==> src/sv/bahc_pkg.sv <==
// Shared types, constants and helper functions for the basic auth header checker.
// No dependencies; used by the top level and the checker.
package bahc_pkg;

  localparam int unsigned BAHC_MAX_DECODED = 64;  // default decoded-byte limit
  localparam int unsigned HEADER_LEN       = 21;  // "Authorization: Basic "
  localparam int unsigned CRED_DEPTH       = 64;  // credential store entries
  localparam int unsigned CRED_AW          = 6;   // credential store address bits
  localparam int unsigned CRED_W           = 8;   // credential byte width

  // input opcodes
  localparam logic OP_LOAD = 1'b0;
  localparam logic OP_REQ  = 1'b1;

  // characters that end the header value
  localparam logic [7:0] CH_NUL = 8'h00;
  localparam logic [7:0] CH_LF  = 8'h0A;
  localparam logic [7:0] CH_CR  = 8'h0D;
  localparam logic [7:0] CH_SP  = 8'h20;
  localparam logic [7:0] CH_PAD = 8'h3D;  // '='

  typedef enum logic [2:0] {
    VERD_OK       = 3'd0,
    VERD_NO_PASS  = 3'd1,
    VERD_NO_HDR   = 3'd2,
    VERD_BAD_CHAR = 3'd3,
    VERD_OVERFLOW = 3'd4,
    VERD_EMPTY    = 3'd5,
    VERD_LENGTH   = 3'd6,
    VERD_CONTENT  = 3'd7
  } verdict_t;

  typedef enum logic [2:0] {
    PH_SEARCH = 3'b001,
    PH_DECODE = 3'b010,
    PH_DONE   = 3'b100
  } phase_t;

  // character of "Authorization: Basic " at a position
  function automatic logic [7:0] hdr_char(input logic [4:0] pos);
    logic [7:0] ch;
    case (pos)
      5'd0:    ch = "A";
      5'd1:    ch = "u";
      5'd2:    ch = "t";
      5'd3:    ch = "h";
      5'd4:    ch = "o";
      5'd5:    ch = "r";
      5'd6:    ch = "i";
      5'd7:    ch = "z";
      5'd8:    ch = "a";
      5'd9:    ch = "t";
      5'd10:   ch = "i";
      5'd11:   ch = "o";
      5'd12:   ch = "n";
      5'd13:   ch = ":";
      5'd14:   ch = " ";
      5'd15:   ch = "B";
      5'd16:   ch = "a";
      5'd17:   ch = "s";
      5'd18:   ch = "i";
      5'd19:   ch = "c";
      5'd20:   ch = " ";
      default: ch = 8'h00;
    endcase
    return ch;
  endfunction

  // base64 alphabet lookup: {valid, 6-bit value}
  function automatic logic [6:0] b64_decode(input logic [7:0] c);
    logic [6:0] r;
    r = 7'd0;
    if (c >= "A" && c <= "Z") begin
      r = {1'b1, 6'(c - 8'd65)};
    end else if (c >= "a" && c <= "z") begin
      r = {1'b1, 6'(c - 8'd71)};
    end else if (c >= "0" && c <= "9") begin
      r = {1'b1, 6'(c + 8'd4)};
    end else if (c == "+") begin
      r = {1'b1, 6'd62};
    end else if (c == "/") begin
      r = {1'b1, 6'd63};
    end
    return r;
  endfunction

endpackage

==> src/sv/bahc_ram.sv <==
// Generic single-write, single-read synchronous RAM with registered read data.
// Depends on nothing; instanced for the expected credential store.
module bahc_ram #(
  parameter int unsigned WIDTH = 8,
  parameter int unsigned DEPTH = 64
) (
  input  logic                     clk,
  input  logic                     we,
  input  logic [$clog2(DEPTH)-1:0] waddr,
  input  logic [WIDTH-1:0]         wdata,
  input  logic                     re,
  input  logic [$clog2(DEPTH)-1:0] raddr,
  output logic [WIDTH-1:0]         rdata
);

  logic [WIDTH-1:0] mem [DEPTH];

  always_ff @(posedge clk) begin
    if (we) begin
      mem[waddr] <= wdata;
    end
    if (re) begin
      rdata <= mem[raddr];
    end
  end

endmodule

==> src/sv/basic_auth_header_checker_unit.sv <==
// Top level of the HTTP basic auth header checker: header search, base64
// decode, credential compare. Depends on bahc_pkg and bahc_ram.
//
// Usage
//   Input channel (in_valid/in_ready): opcode 0 loads data_byte into the
//   credential store at cred_index; opcode 1 streams one request character.
//   A request transfer with end_of_request set produces exactly one result
//   transfer on the output channel (accepted, verdict, decoded_count).
//   APB port: register 0 (addr 0) credential_length, register 1 (addr 4)
//   password_present. Write only while the block is idle. pready is tied high.
// Timing
//   One input transfer per cycle while in_ready is high. The edge that takes the final
//   request byte updates the parse state, loads stage B and issues the RAM read;
//   the output register then registers the verdict, unless a stall holds stage B.
// Stalls
//   The output register holds a verdict until out_ready while bytes keep
//   flowing; in_ready drops only while a second verdict waits behind it.
// Reset
//   rst_n (synchronous) clears the parse state, config registers and the
//   output valid. The credential RAM is not cleared; load it before use.
module basic_auth_header_checker_unit
  import bahc_pkg::*;
#(
  parameter int unsigned MAX_DECODED = BAHC_MAX_DECODED
) (
  input  logic        clk,
  input  logic        rst_n,
  // input channel
  input  logic        in_valid,
  output logic        in_ready,
  input  logic        in_opcode,
  input  logic [5:0]  in_cred_index,
  input  logic [7:0]  in_data_byte,
  input  logic        in_end_of_request,
  // result channel
  output logic        out_valid,
  input  logic        out_ready,
  output logic        out_accepted,
  output logic [2:0]  out_verdict,
  output logic [6:0]  out_decoded_count,
  // APB config port
  input  logic        psel,
  input  logic        penable,
  input  logic        pwrite,
  input  logic [2:0]  paddr,
  input  logic [31:0] pwdata,
  output logic [31:0] prdata,
  output logic        pready
);

  // decoded-byte counter width, and a common width for compares
  localparam int unsigned DW = $clog2(MAX_DECODED + 1);
  localparam int unsigned CW = (DW > 7) ? DW : 7;
  localparam logic [4:0] HDR_LAST = 5'(HEADER_LEN - 1);

  // ---------------- config registers ----------------
  logic [6:0] cred_len_r;
  logic       pw_r;
  logic       cfg_wr;

  assign pready = 1'b1;
  assign cfg_wr = psel & penable & pwrite & pready;

  always_ff @(posedge clk) begin
    if (!rst_n) begin
      cred_len_r <= 7'd0;
      pw_r       <= 1'b0;
    end else if (cfg_wr) begin
      if (paddr[2]) begin
        pw_r <= pwdata[0];
      end else begin
        cred_len_r <= pwdata[6:0];
      end
    end
  end

  assign prdata = paddr[2] ? {31'd0, pw_r} : {25'd0, cred_len_r};

  // ---------------- handshake ----------------
  logic in_xfer, is_req, step, stall;

  assign in_xfer = in_valid & in_ready;
  assign is_req  = (in_opcode == OP_REQ);
  assign step    = in_xfer & is_req;

  // ---------------- stage A: parse state ----------------
  logic [4:0]    hpos_r,  hpos_nxt,  hpos_c;
  phase_t        phase_r, phase_nxt, phase_c;
  logic [13:0]   acc_r,   acc_nxt,   acc_c;
  logic [2:0]    bc_r,    bc_nxt,    bc_c;
  logic [DW-1:0] dec_r,   dec_nxt,   dec_c;
  verdict_t      err_r,   err_nxt,   err_c;
  logic          ended_r, ended_nxt, ended_c;

  logic [6:0]    b64;
  logic [3:0]    bc_sum;
  logic          byte_en;
  logic [13:0]   acc_sh;
  logic          term;

  assign b64  = b64_decode(in_data_byte);
  assign term = (in_data_byte == CH_CR) || (in_data_byte == CH_LF) ||
                (in_data_byte == CH_SP) || (in_data_byte == CH_NUL) ||
                (in_data_byte == CH_PAD);

  always_comb begin
    hpos_c  = hpos_r;
    phase_c = phase_r;
    acc_c   = acc_r;
    bc_c    = bc_r;
    dec_c   = dec_r;
    err_c   = err_r;
    ended_c = ended_r;
    byte_en = 1'b0;
    bc_sum  = {1'b0, bc_r} + 4'd6;
    if (!ended_r) begin
      case (phase_r)
        PH_SEARCH: begin
          if (in_data_byte == hdr_char(hpos_r)) begin
            if (hpos_r == HDR_LAST) begin
              hpos_c  = 5'd0;
              phase_c = PH_DECODE;
            end else begin
              hpos_c = hpos_r + 5'd1;
            end
          end else begin
            // header has no self-overlap: restart, possibly on this byte
            hpos_c = (in_data_byte == hdr_char(5'd0)) ? 5'd1 : 5'd0;
          end
        end
        PH_DECODE: begin
          if (term) begin
            phase_c = PH_DONE;
          end else if (!b64[6]) begin
            err_c   = VERD_BAD_CHAR;
            phase_c = PH_DONE;
          end else begin
            acc_c = {acc_r[7:0], b64[5:0]};
            if (bc_sum >= 4'd8) begin
              bc_c = 3'(bc_sum - 4'd8);
              if (dec_r >= DW'(MAX_DECODED)) begin
                err_c   = VERD_OVERFLOW;
                phase_c = PH_DONE;
              end else begin
                byte_en = 1'b1;
                dec_c   = dec_r + DW'(1);
              end
            end else begin
              bc_c = bc_sum[2:0];
            end
          end
        end
        default: begin
        end
      endcase
      if (in_data_byte == CH_NUL) begin
        ended_c = 1'b1;
      end
    end
  end

  assign acc_sh = acc_c >> bc_c;

  // verdict from everything but the content compare
  logic [CW-1:0] dec_c_ext, dec_r_ext;
  verdict_t      base_v;
  logic          chk_content;

  assign dec_c_ext = CW'(dec_c);
  assign dec_r_ext = CW'(dec_r);

  always_comb begin
    chk_content = 1'b0;
    if (!pw_r) begin
      base_v = VERD_NO_PASS;
    end else if (phase_c == PH_SEARCH) begin
      base_v = VERD_NO_HDR;
    end else if (err_c != VERD_OK) begin
      base_v = err_c;
    end else if (dec_c == '0) begin
      base_v = VERD_EMPTY;
    end else if (dec_c_ext != CW'(cred_len_r)) begin
      base_v = VERD_LENGTH;
    end else begin
      base_v      = VERD_OK;
      chk_content = 1'b1;
    end
  end

  // per-request state: cleared after the verdict byte
  always_comb begin
    hpos_nxt  = hpos_r;
    phase_nxt = phase_r;
    acc_nxt   = acc_r;
    bc_nxt    = bc_r;
    dec_nxt   = dec_r;
    err_nxt   = err_r;
    ended_nxt = ended_r;
    if (step) begin
      if (in_end_of_request) begin
        hpos_nxt  = 5'd0;
        phase_nxt = PH_SEARCH;
        acc_nxt   = 14'd0;
        bc_nxt    = 3'd0;
        dec_nxt   = '0;
        err_nxt   = VERD_OK;
        ended_nxt = 1'b0;
      end else begin
        hpos_nxt  = hpos_c;
        phase_nxt = phase_c;
        acc_nxt   = acc_c;
        bc_nxt    = bc_c;
        dec_nxt   = dec_c;
        err_nxt   = err_c;
        ended_nxt = ended_c;
      end
    end
  end

  always_ff @(posedge clk) begin
    if (!rst_n) begin
      hpos_r  <= 5'd0;
      phase_r <= PH_SEARCH;
      acc_r   <= 14'd0;
      bc_r    <= 3'd0;
      dec_r   <= '0;
      err_r   <= VERD_OK;
      ended_r <= 1'b0;
    end else begin
      hpos_r  <= hpos_nxt;
      phase_r <= phase_nxt;
      acc_r   <= acc_nxt;
      bc_r    <= bc_nxt;
      dec_r   <= dec_nxt;
      err_r   <= err_nxt;
      ended_r <= ended_nxt;
    end
  end

  // ---------------- credential store ----------------
  // Loads write at transfer time, reads issue at transfer time; one transfer
  // per cycle, so a write and a read never share a cycle.
  logic [CRED_W-1:0] ram_rdata;

  bahc_ram #(
    .WIDTH (CRED_W),
    .DEPTH (CRED_DEPTH)
  ) u_cred_ram (
    .clk   (clk),
    .we    (in_xfer & ~is_req),
    .waddr (in_cred_index),
    .wdata (in_data_byte),
    .re    (step & byte_en),
    .raddr (dec_r_ext[CRED_AW-1:0]),
    .rdata (ram_rdata)
  );

  // ---------------- stage B: compare and verdict ----------------
  logic       sb_valid_r, sb_valid_nxt;
  logic       sb_last_r, sb_byte_r, sb_oob_r, sb_chk_r;
  logic [7:0] sb_b_r;
  verdict_t   sb_base_r;
  logic [6:0] sb_cnt_r;
  logic       diff_r, diff_nxt, diff_all, cmp;
  verdict_t   final_v;
  logic       emit;

  assign stall    = sb_valid_r & sb_last_r & out_valid & ~out_ready;
  assign in_ready = ~stall;

  // index past the store counts as a difference
  assign cmp      = sb_byte_r & (sb_oob_r | (ram_rdata != sb_b_r));
  assign diff_all = diff_r | cmp;
  assign final_v  = sb_chk_r ? (diff_all ? VERD_CONTENT : VERD_OK) : sb_base_r;
  assign emit     = sb_valid_r & sb_last_r & ~stall;

  always_comb begin
    sb_valid_nxt = stall ? sb_valid_r : step;
    diff_nxt     = diff_r;
    if (sb_valid_r && !stall) begin
      diff_nxt = sb_last_r ? 1'b0 : diff_all;
    end
  end

  always_ff @(posedge clk) begin
    if (!rst_n) begin
      sb_valid_r <= 1'b0;
      diff_r     <= 1'b0;
    end else begin
      sb_valid_r <= sb_valid_nxt;
      diff_r     <= diff_nxt;
    end
  end

  always_ff @(posedge clk) begin
    if (step) begin
      sb_last_r <= in_end_of_request;
      sb_byte_r <= byte_en;
      sb_oob_r  <= (dec_r_ext >= CW'(CRED_DEPTH));
      sb_b_r    <= acc_sh[7:0];
      sb_base_r <= base_v;
      sb_chk_r  <= chk_content;
      sb_cnt_r  <= dec_c_ext[6:0];
    end
  end

  // ---------------- output register ----------------
  logic       out_valid_r, out_valid_nxt;
  logic       out_acc_r;
  verdict_t   out_verd_r;
  logic [6:0] out_cnt_r;

  assign out_valid_nxt = emit ? 1'b1 : (out_ready ? 1'b0 : out_valid_r);

  always_ff @(posedge clk) begin
    if (!rst_n) begin
      out_valid_r <= 1'b0;
    end else begin
      out_valid_r <= out_valid_nxt;
    end
  end

  always_ff @(posedge clk) begin
    if (emit) begin
      out_acc_r  <= (final_v == VERD_OK);
      out_verd_r <= final_v;
      out_cnt_r  <= sb_cnt_r;
    end
  end

  assign out_valid         = out_valid_r;
  assign out_accepted      = out_acc_r;
  assign out_verdict       = out_verd_r;
  assign out_decoded_count = out_cnt_r;

endmodule

==> config.mk <==
export PLATFORM = sky130hd
export DESIGN_NAME = basic_auth_header_checker_unit
export DESIGN_NICKNAME = d
export VERILOG_FILES = /design/src/sv/bahc_pkg.sv /design/src/sv/bahc_ram.sv /design/src/sv/basic_auth_header_checker_unit.sv
export SDC_FILE = /design/constraint.sdc
export NUM_CORES = 1
export LEC_CHECK = 0
export ABC_AREA = 1
export BUFFER_PORTS_ARGS = -buffer_cell sky130_fd_sc_hd__buf_2
export CORE_MARGIN = 2
export CORE_UTILIZATION = 45
export DETAILED_ROUTE_END_ITERATION = 16
export PLACE_DENSITY = 0.66
export SKIP_CTS_REPAIR_TIMING = 1
export SYNTH_ARGS = -nofsm -noshare
export SYNTH_HDL_FRONTEND = slang
export SYNTH_HIERARCHICAL = 1
export SYNTH_SLANG_ARGS = --single-unit
==> constraint.sdc <==
create_clock -name clk -period 2.7 [get_ports clk]
set_input_delay 0.135 -clock clk [delete_from_list [all_inputs] [get_ports clk]]
set_output_delay 0.135 -clock clk [all_outputs]
set_load 0.005 [all_outputs]
# Word level (Yosys, flattened, before mapping)
# Memory sizes are Yosys's and may differ from the RTL's. A register that Yosys moved wholly into a read port is not among the register bits.
# Index checks and enable logic that the tools add are counted.
[op_classes] bitwise=18 shifts=1 n_eq_ne=15 multipliers=0 order_cmp=8 muxes=71 n_reduce_logical=20 n_div=0 add_sub_neg=7
[op_table] op="7-bit 2-to-1 mux" n=13
[op_table] op="3-bit 2-to-1 mux" n=26
[op_table] op="14-bit 2-to-1 mux" n=5
[op_table] op="5-bit 2-to-1 mux" n=7
[op_table] op="8-bit by 6-bit == test with 1-bit output (second input constant)" n=4
[op_table] op="8-bit by 4-bit == test with 1-bit output (second input constant)" n=2
[op_table] op="8-bit by 7-bit greater-or-equal comparator with 1-bit output (second input constant)" n=2
[op_table] op="8-bit by 7-bit <= comparator with 1-bit output (second input constant)" n=2
[op_table] op="1-bit 2-to-1 mux" n=16
[op_table] op="8-bit 2-to-1 mux" n=2
[op_table] op="14-bit by 3-bit right shift with 8-bit output" n=1
[op_table] op="1-bit AND" n=11
[op_table] op="8-bit by 7-bit == test with 1-bit output (second input constant)" n=1
[op_table] op="8-bit == test" n=1
[op_table] op="8-bit by 6-bit greater-or-equal comparator with 1-bit output (second input constant)" n=1
[op_table] op="8-bit by 6-bit <= comparator with 1-bit output (second input constant)" n=1
[op_table] op="8-bit logical NOT" n=1
[op_table] op="8-bit != test" n=1
[op_table] op="7-bit by 1-bit adder with 7-bit output (second input constant)" n=1
[op_table] op="7-bit greater-or-equal comparator (second input constant)" n=1
[op_table] op="7-bit logical NOT" n=1
[op_table] op="7-bit != test" n=1
[op_table] op="6-bit by 3-bit adder with 6-bit output (second input constant)" n=1
[op_table] op="3-bit by 1-bit == test with 1-bit output (second input constant)" n=2
[op_table] op="other kinds (23)" n=36
[word_totals] ff_bits=80 n_memories=2 elab_cells=165 mem_bits_rw=512 romBits=224 latchBits=0
[memory_table] memory="u_cred_ram.mem" words=64 width=8 read_ports=1 rd_ports_with_merged_regs=1 write_ports=1 line="bahc_ram.sv:16" text="logic [WIDTH-1:0] mem [DEPTH];"
[memory_table] memory="(name not given)" words=32 width=7 read_ports=1 rd_ports_with_merged_regs=1 write_ports=0 line="bahc_pkg.sv:42" text="case (pos)"

# Logic depth before layout (Yosys ltp)
[depth] word_depth=15 mapped_depth=20 mapped_depth_nobuf=19

# Modules after synthesis
# The synthesis kept the hierarchy.
[by_module_without_submodules] module="bahc_ram" instances=1 area_each_um2=21419.3 cells_each=1805 seq_area_each_um2=15615.0
[by_module_without_submodules] module="basic_auth_header_checker_unit" instances=1 area_each_um2=5671.7 cells_each=802 seq_area_each_um2=2052.0

# Worst setup path after synthesis
# OpenSTA, ideal clock, no wires.
[synth_timing] path_type="reg-to-reg" from="register sb_last_r" to="memory u_cred_ram.mem[48][0] (enable)" synth_period_minus_slack_ns=2.442 arrival_time_ns=2.047 stages_incl_launch_ff=7 path_slack_ns=0.258 n_path_buf=1 path_cell_list="edfxtp_1 > nand3_2 > nand2_1 > nor2_1 > clkbuf_1 > nand4_1 > nor4_1"
[synth_between] elab_chain_len=8
[synth_lines] item="start, declared" line="basic_auth_header_checker_unit.sv:260" text="logic sb_last_r, sb_byte_r, sb_oob_r, sb_chk_r;"
[synth_lines] item="start signal, assigned" line="basic_auth_header_checker_unit.sv:297" text="sb_last_r <= in_end_of_request;"
[synth_lines] item="1-bit AND (3 in series)" line="basic_auth_header_checker_unit.sv:268" text="assign stall = sb_valid_r & sb_last_r & out_valid & ~out_ready;"
[synth_lines] item="1-bit NOT" line="basic_auth_header_checker_unit.sv:269" text="assign in_ready = ~stall;"
[synth_lines] item="via in_ready" line="basic_auth_header_checker_unit.sv:30" text="output logic in_ready,"
[synth_lines] item="1-bit AND" line="basic_auth_header_checker_unit.sv:82" text="assign in_xfer = in_valid & in_ready;"
[synth_lines] item="1-bit AND" line="basic_auth_header_checker_unit.sv:250" text=".we (in_xfer & ~is_req),"
[synth_lines] item="1-bit 2-to-1 mux" line="bahc_ram.sv:19" text="if (we) begin"
[synth_lines] item="1-bit 2-to-1 mux (not written as such)" line="bahc_ram.sv:20" text="mem[waddr] <= wdata;"
[synth_lines] item="end, declared" line="bahc_ram.sv:16"
# The timed path passes the listed nets, and every way through them passes these cells.

==> flow_summary.ini <==
[finish]
cell_area_after_layout_sq_mm = 0.0306
filler_cell_count = 5146
area_delta_synth_final_pct = 12.8
antenna-diode-count = 0
layout-drive-gt1-share = 0.116
fin_nets = 2811

[sta]
finalHoldViolations = 0
max_freq_ghz = 0.416
timing.slew.headroom = 0.410
finalCriticalPeriod_ps = 2400
drv_slew = 0
finalWorstSetupSlack_ps = 299
report.final.setup_viol = 0
setup_repair_after_global_routing_missed_its_margin = false
whs_ps = 14.6
clock-skew-final_ps = 25.1
tightest_slew_ps = 885
setup-tns-final_ps = 0
fin_crit_sh = 0.889

[route]
route.vias.total = 19100
number_of_violations_reported_at_the_end_of_detailed_routing_iteration_0 = 1807
drcViolationCount = 0
viasPerCell = 5.36
routed_wirelength_microns = 65800
dr.pass1.iters = 5
routedWlPerCell_microns = 18.5
ant_nets = 0

[worst_setup_path]
crit_path_end_kind = flop
cp-startpoint = in_data_byte[6]
critPathMaxFanout = 9
worst-endpoint-arrival_ps = 2900
timing.reg2reg.setup_slack_ps = 310
critPathLaunchType = input port
timing.critical_path.required_ps = 3200
path_class = in -> reg
r2r.worst_path.cells = 16

[floorplanning]
num_rows = 89
io-pin-count = 104
fp.coreArea_sq_mm = 0.0592
floorplan.initialDensity = 0.457
die_h_microns = 249
die_footprint_sq_mm = 0.0622
die_x_microns = 249

[synthesis]
fraction_of_registers_with_async_set_or_reset_after_synthesis = 0
most_common_cell_in_the_synthesized_netlist = nand2_1
synth_cell_type_count = 52
top_cells_by_area_in_the_synthesized_netlist = edfxtp_1, nand2_1, nand3_1
synthTopCellsByCount = nand2_1, edfxtp_1, nand3_1
netlist.top_cell.by_area = edfxtp_1
number_of_synthesized_register_bits = 606
ys_dominant_reg_cell = edfxtp_1
synth.avg_cell_area_sq_um = 10.4
synth_warnings = 6
number_of_synthesized_flops_with_an_enable_pin = 553
synth_sequential_area_ratio = 0.652
netlist_instances = 2607
synth_top_area_share = 0.613
syn-cell-area_sq_mm = 0.0271

[clock_tree]
clk_pin_slew_worst_paths_ps = 60
worstSkewPairLatency_ps = 640
cts_made_buffers = 60
clock_tree.htree_level_count = 2
tritoncts_num_sinks = 606
cts_max_path_buffers = 3
cts_root_buffer = clkbuf_16
tritoncts = done

[pwr]
p_sw_uw = 3920
leakage_uw = 0.0116
switching_share = 0.206
p_per_area_mw_per_mm2 = 623
seqPwrFrac = 0.541
peakVddDrop_v = 0.000547
design_internal_power_uw = 15100
clock_power_share = 0.429
total_power_uw = 19000
power_frac_comb = 0.030

[hold_path]
class_of_the_most_critical_hold_timing_path = in -> reg

[placement]
portBuffers = 50
hpwl_microns = 40200
gpl.final_weighted_congestion = 0.915
pre_cts_ws_ps = 16.7
placedInstanceArea_sq_mm = 0.0284

[run_status]
outcome = finished clean

[grt]
grt_start_max_net_pins = 125
vias_in_the_first_global_route = 18200
grt_util_all_layers = 0.207
globalRouteOverflowTotal = 0
first_pass_grt_wire_length_microns = 101000
grt_antenna_before_repair = 4

[job]
maxCapViolCount = 0
==> registers in the layout, summed over array words and instances (netlist names), named ones only <==
| signal | flops |
|---|---|
| err_r | 3 |
| out_accepted | 1 |
| pw_r | 1 |
| u_cred_ram/rdata | 8 |
| dec_r | 7 |
| bc_r | 2 |
| ended_r | 1 |
| sb_b_r | 8 |
| phase_r | 3 |
| diff_r | 1 |
| cred_len_r | 7 |
| sb_chk_r | 1 |
| out_decoded_count | 7 |
| sb_oob_r | 1 |
| sb_last_r | 1 |
| sb_byte_r | 1 |
| u_cred_ram/mem | 512 |
| out_valid | 1 |
| acc_r | 14 |
| out_verdict | 3 |
| sb_base_r | 3 |
| sb_valid_r | 1 |
| sb_cnt_r | 7 |
| hpos_r | 5 |
==> per-stage QoR <==
| step | instances | utilization |
|---|---|---|
| 2_1_floorplan | 2631 | - |
| 3_3_place_gp | 3419 | 0.479 |
| 3_5_place_dp | 3419 | 0.479 |
| 4_1_cts | 3531 | 0.512 |
| 5_1_grt | 3555 | 0.516 |
| 6_report | 3555 | 0.516 |
==> cell usage in the layout, fill, tap and decap left out, drive strengths merged, types with 2 or more instances in the layout <==
cell type    instances
clkbuf              78
dlygate4sd3         24
nand3              505
nor3b                2
nor2               120
o211ai               3
a211oi               2
xnor2                5
dfxtp               53
o22ai               10
a21oi               45
xor2                11
conb                26
nand4               26
clkinv              27
o2111ai              2
o21ai               50
nand2              876
ha                  21
nor3                 8
nor4                10
clkinvlp             2
buf                176
inv                130
bufinv               5
or2                  5
edfxtp             553
==> final cells by class <==
cell class	count	area (sq um)	share of cell area
Multi-Input combinational cell	1734	7920	0.259
Inverter	130	497	0.0163
Clock buffer	78	1610	0.0528
Timing Repair Buffer	200	1560	0.0511
Clock inverter	34	327	0.0107
Tap cell	773	967	0.0317
Sequential cell	606	17700	0.578
==> cells by family (layout without fill, tap and decap cells) <==
logic type,Yosys count,after routing,share of synthesized area
xor gates and xnor gates,16,16,0.00545
adders and majority gates,21,21,0.00970
and+or+nand+nor,1554,1554,0.249
buffers and inverters,291,442,0.0592
other,2,26,0.000277
DFF,606,606,0.652
AOI/OAI and AO/OA,117,117,0.0238
==> critical path: stages <==
cell,delay (ps)
dlygate4sd3_1,520
buf_2,290
inv_2,80
or2_2,280
nand3_1,70
nor3_1,40
nand2_1,160
inv_2,50
nand2_1,60
nand3_1,80
nand2_1,60
o21ai_0,110
nor2_1,170
inv_1,120
ha_1,360
nand2_1,100
nand3_1,70
nand3_1,70
nand2_1,60
==> power groups by stage <==
| stage | Clock, uW | Sequential (uW) | Combinational [uW] |
|---|---|---|---|
| floorplan | 0 | 10500 | 277 |
| global placement | 0 | 10500 | 527 |
| detailed placement | 0 | 10500 | 541 |
| CTS | 8310 | 10300 | 543 |
| global route | 8660 | 10300 | 635 |
| finish | 8160 | 10300 | 578 |
==> metal layers <==
layer	up-vias	global-route usage	wire length, microns	share of wire
met5	-	0	0	0
met4	0	0.0726	2070	0.031
met3	127	0.0232	3640	0.055
met2	604	0.357	32500	0.49
met1	9172	0.272	27500	0.42
li1	9148	-	-	-
==> worst min path at each step <==
stage / start / endpoint / cells past startpoint
after CTS: in_end_of_request / sb_last_r$_DFFE_PP_ / 1
after detailed placement: in_end_of_request / sb_last_r$_DFFE_PP_ / 1
after global routing: in_data_byte[0] / u_cred_ram/mem[29][0]$_DFFE_PP_ / 2
after floorplan: in_end_of_request / sb_last_r$_DFFE_PP_ / 0
after global placement: in_end_of_request / sb_last_r$_DFFE_PP_ / 1
final: in_data_byte[0] / u_cred_ram/mem[29][0]$_DFFE_PP_ / 2
Power figures use the tool's default switching activity.
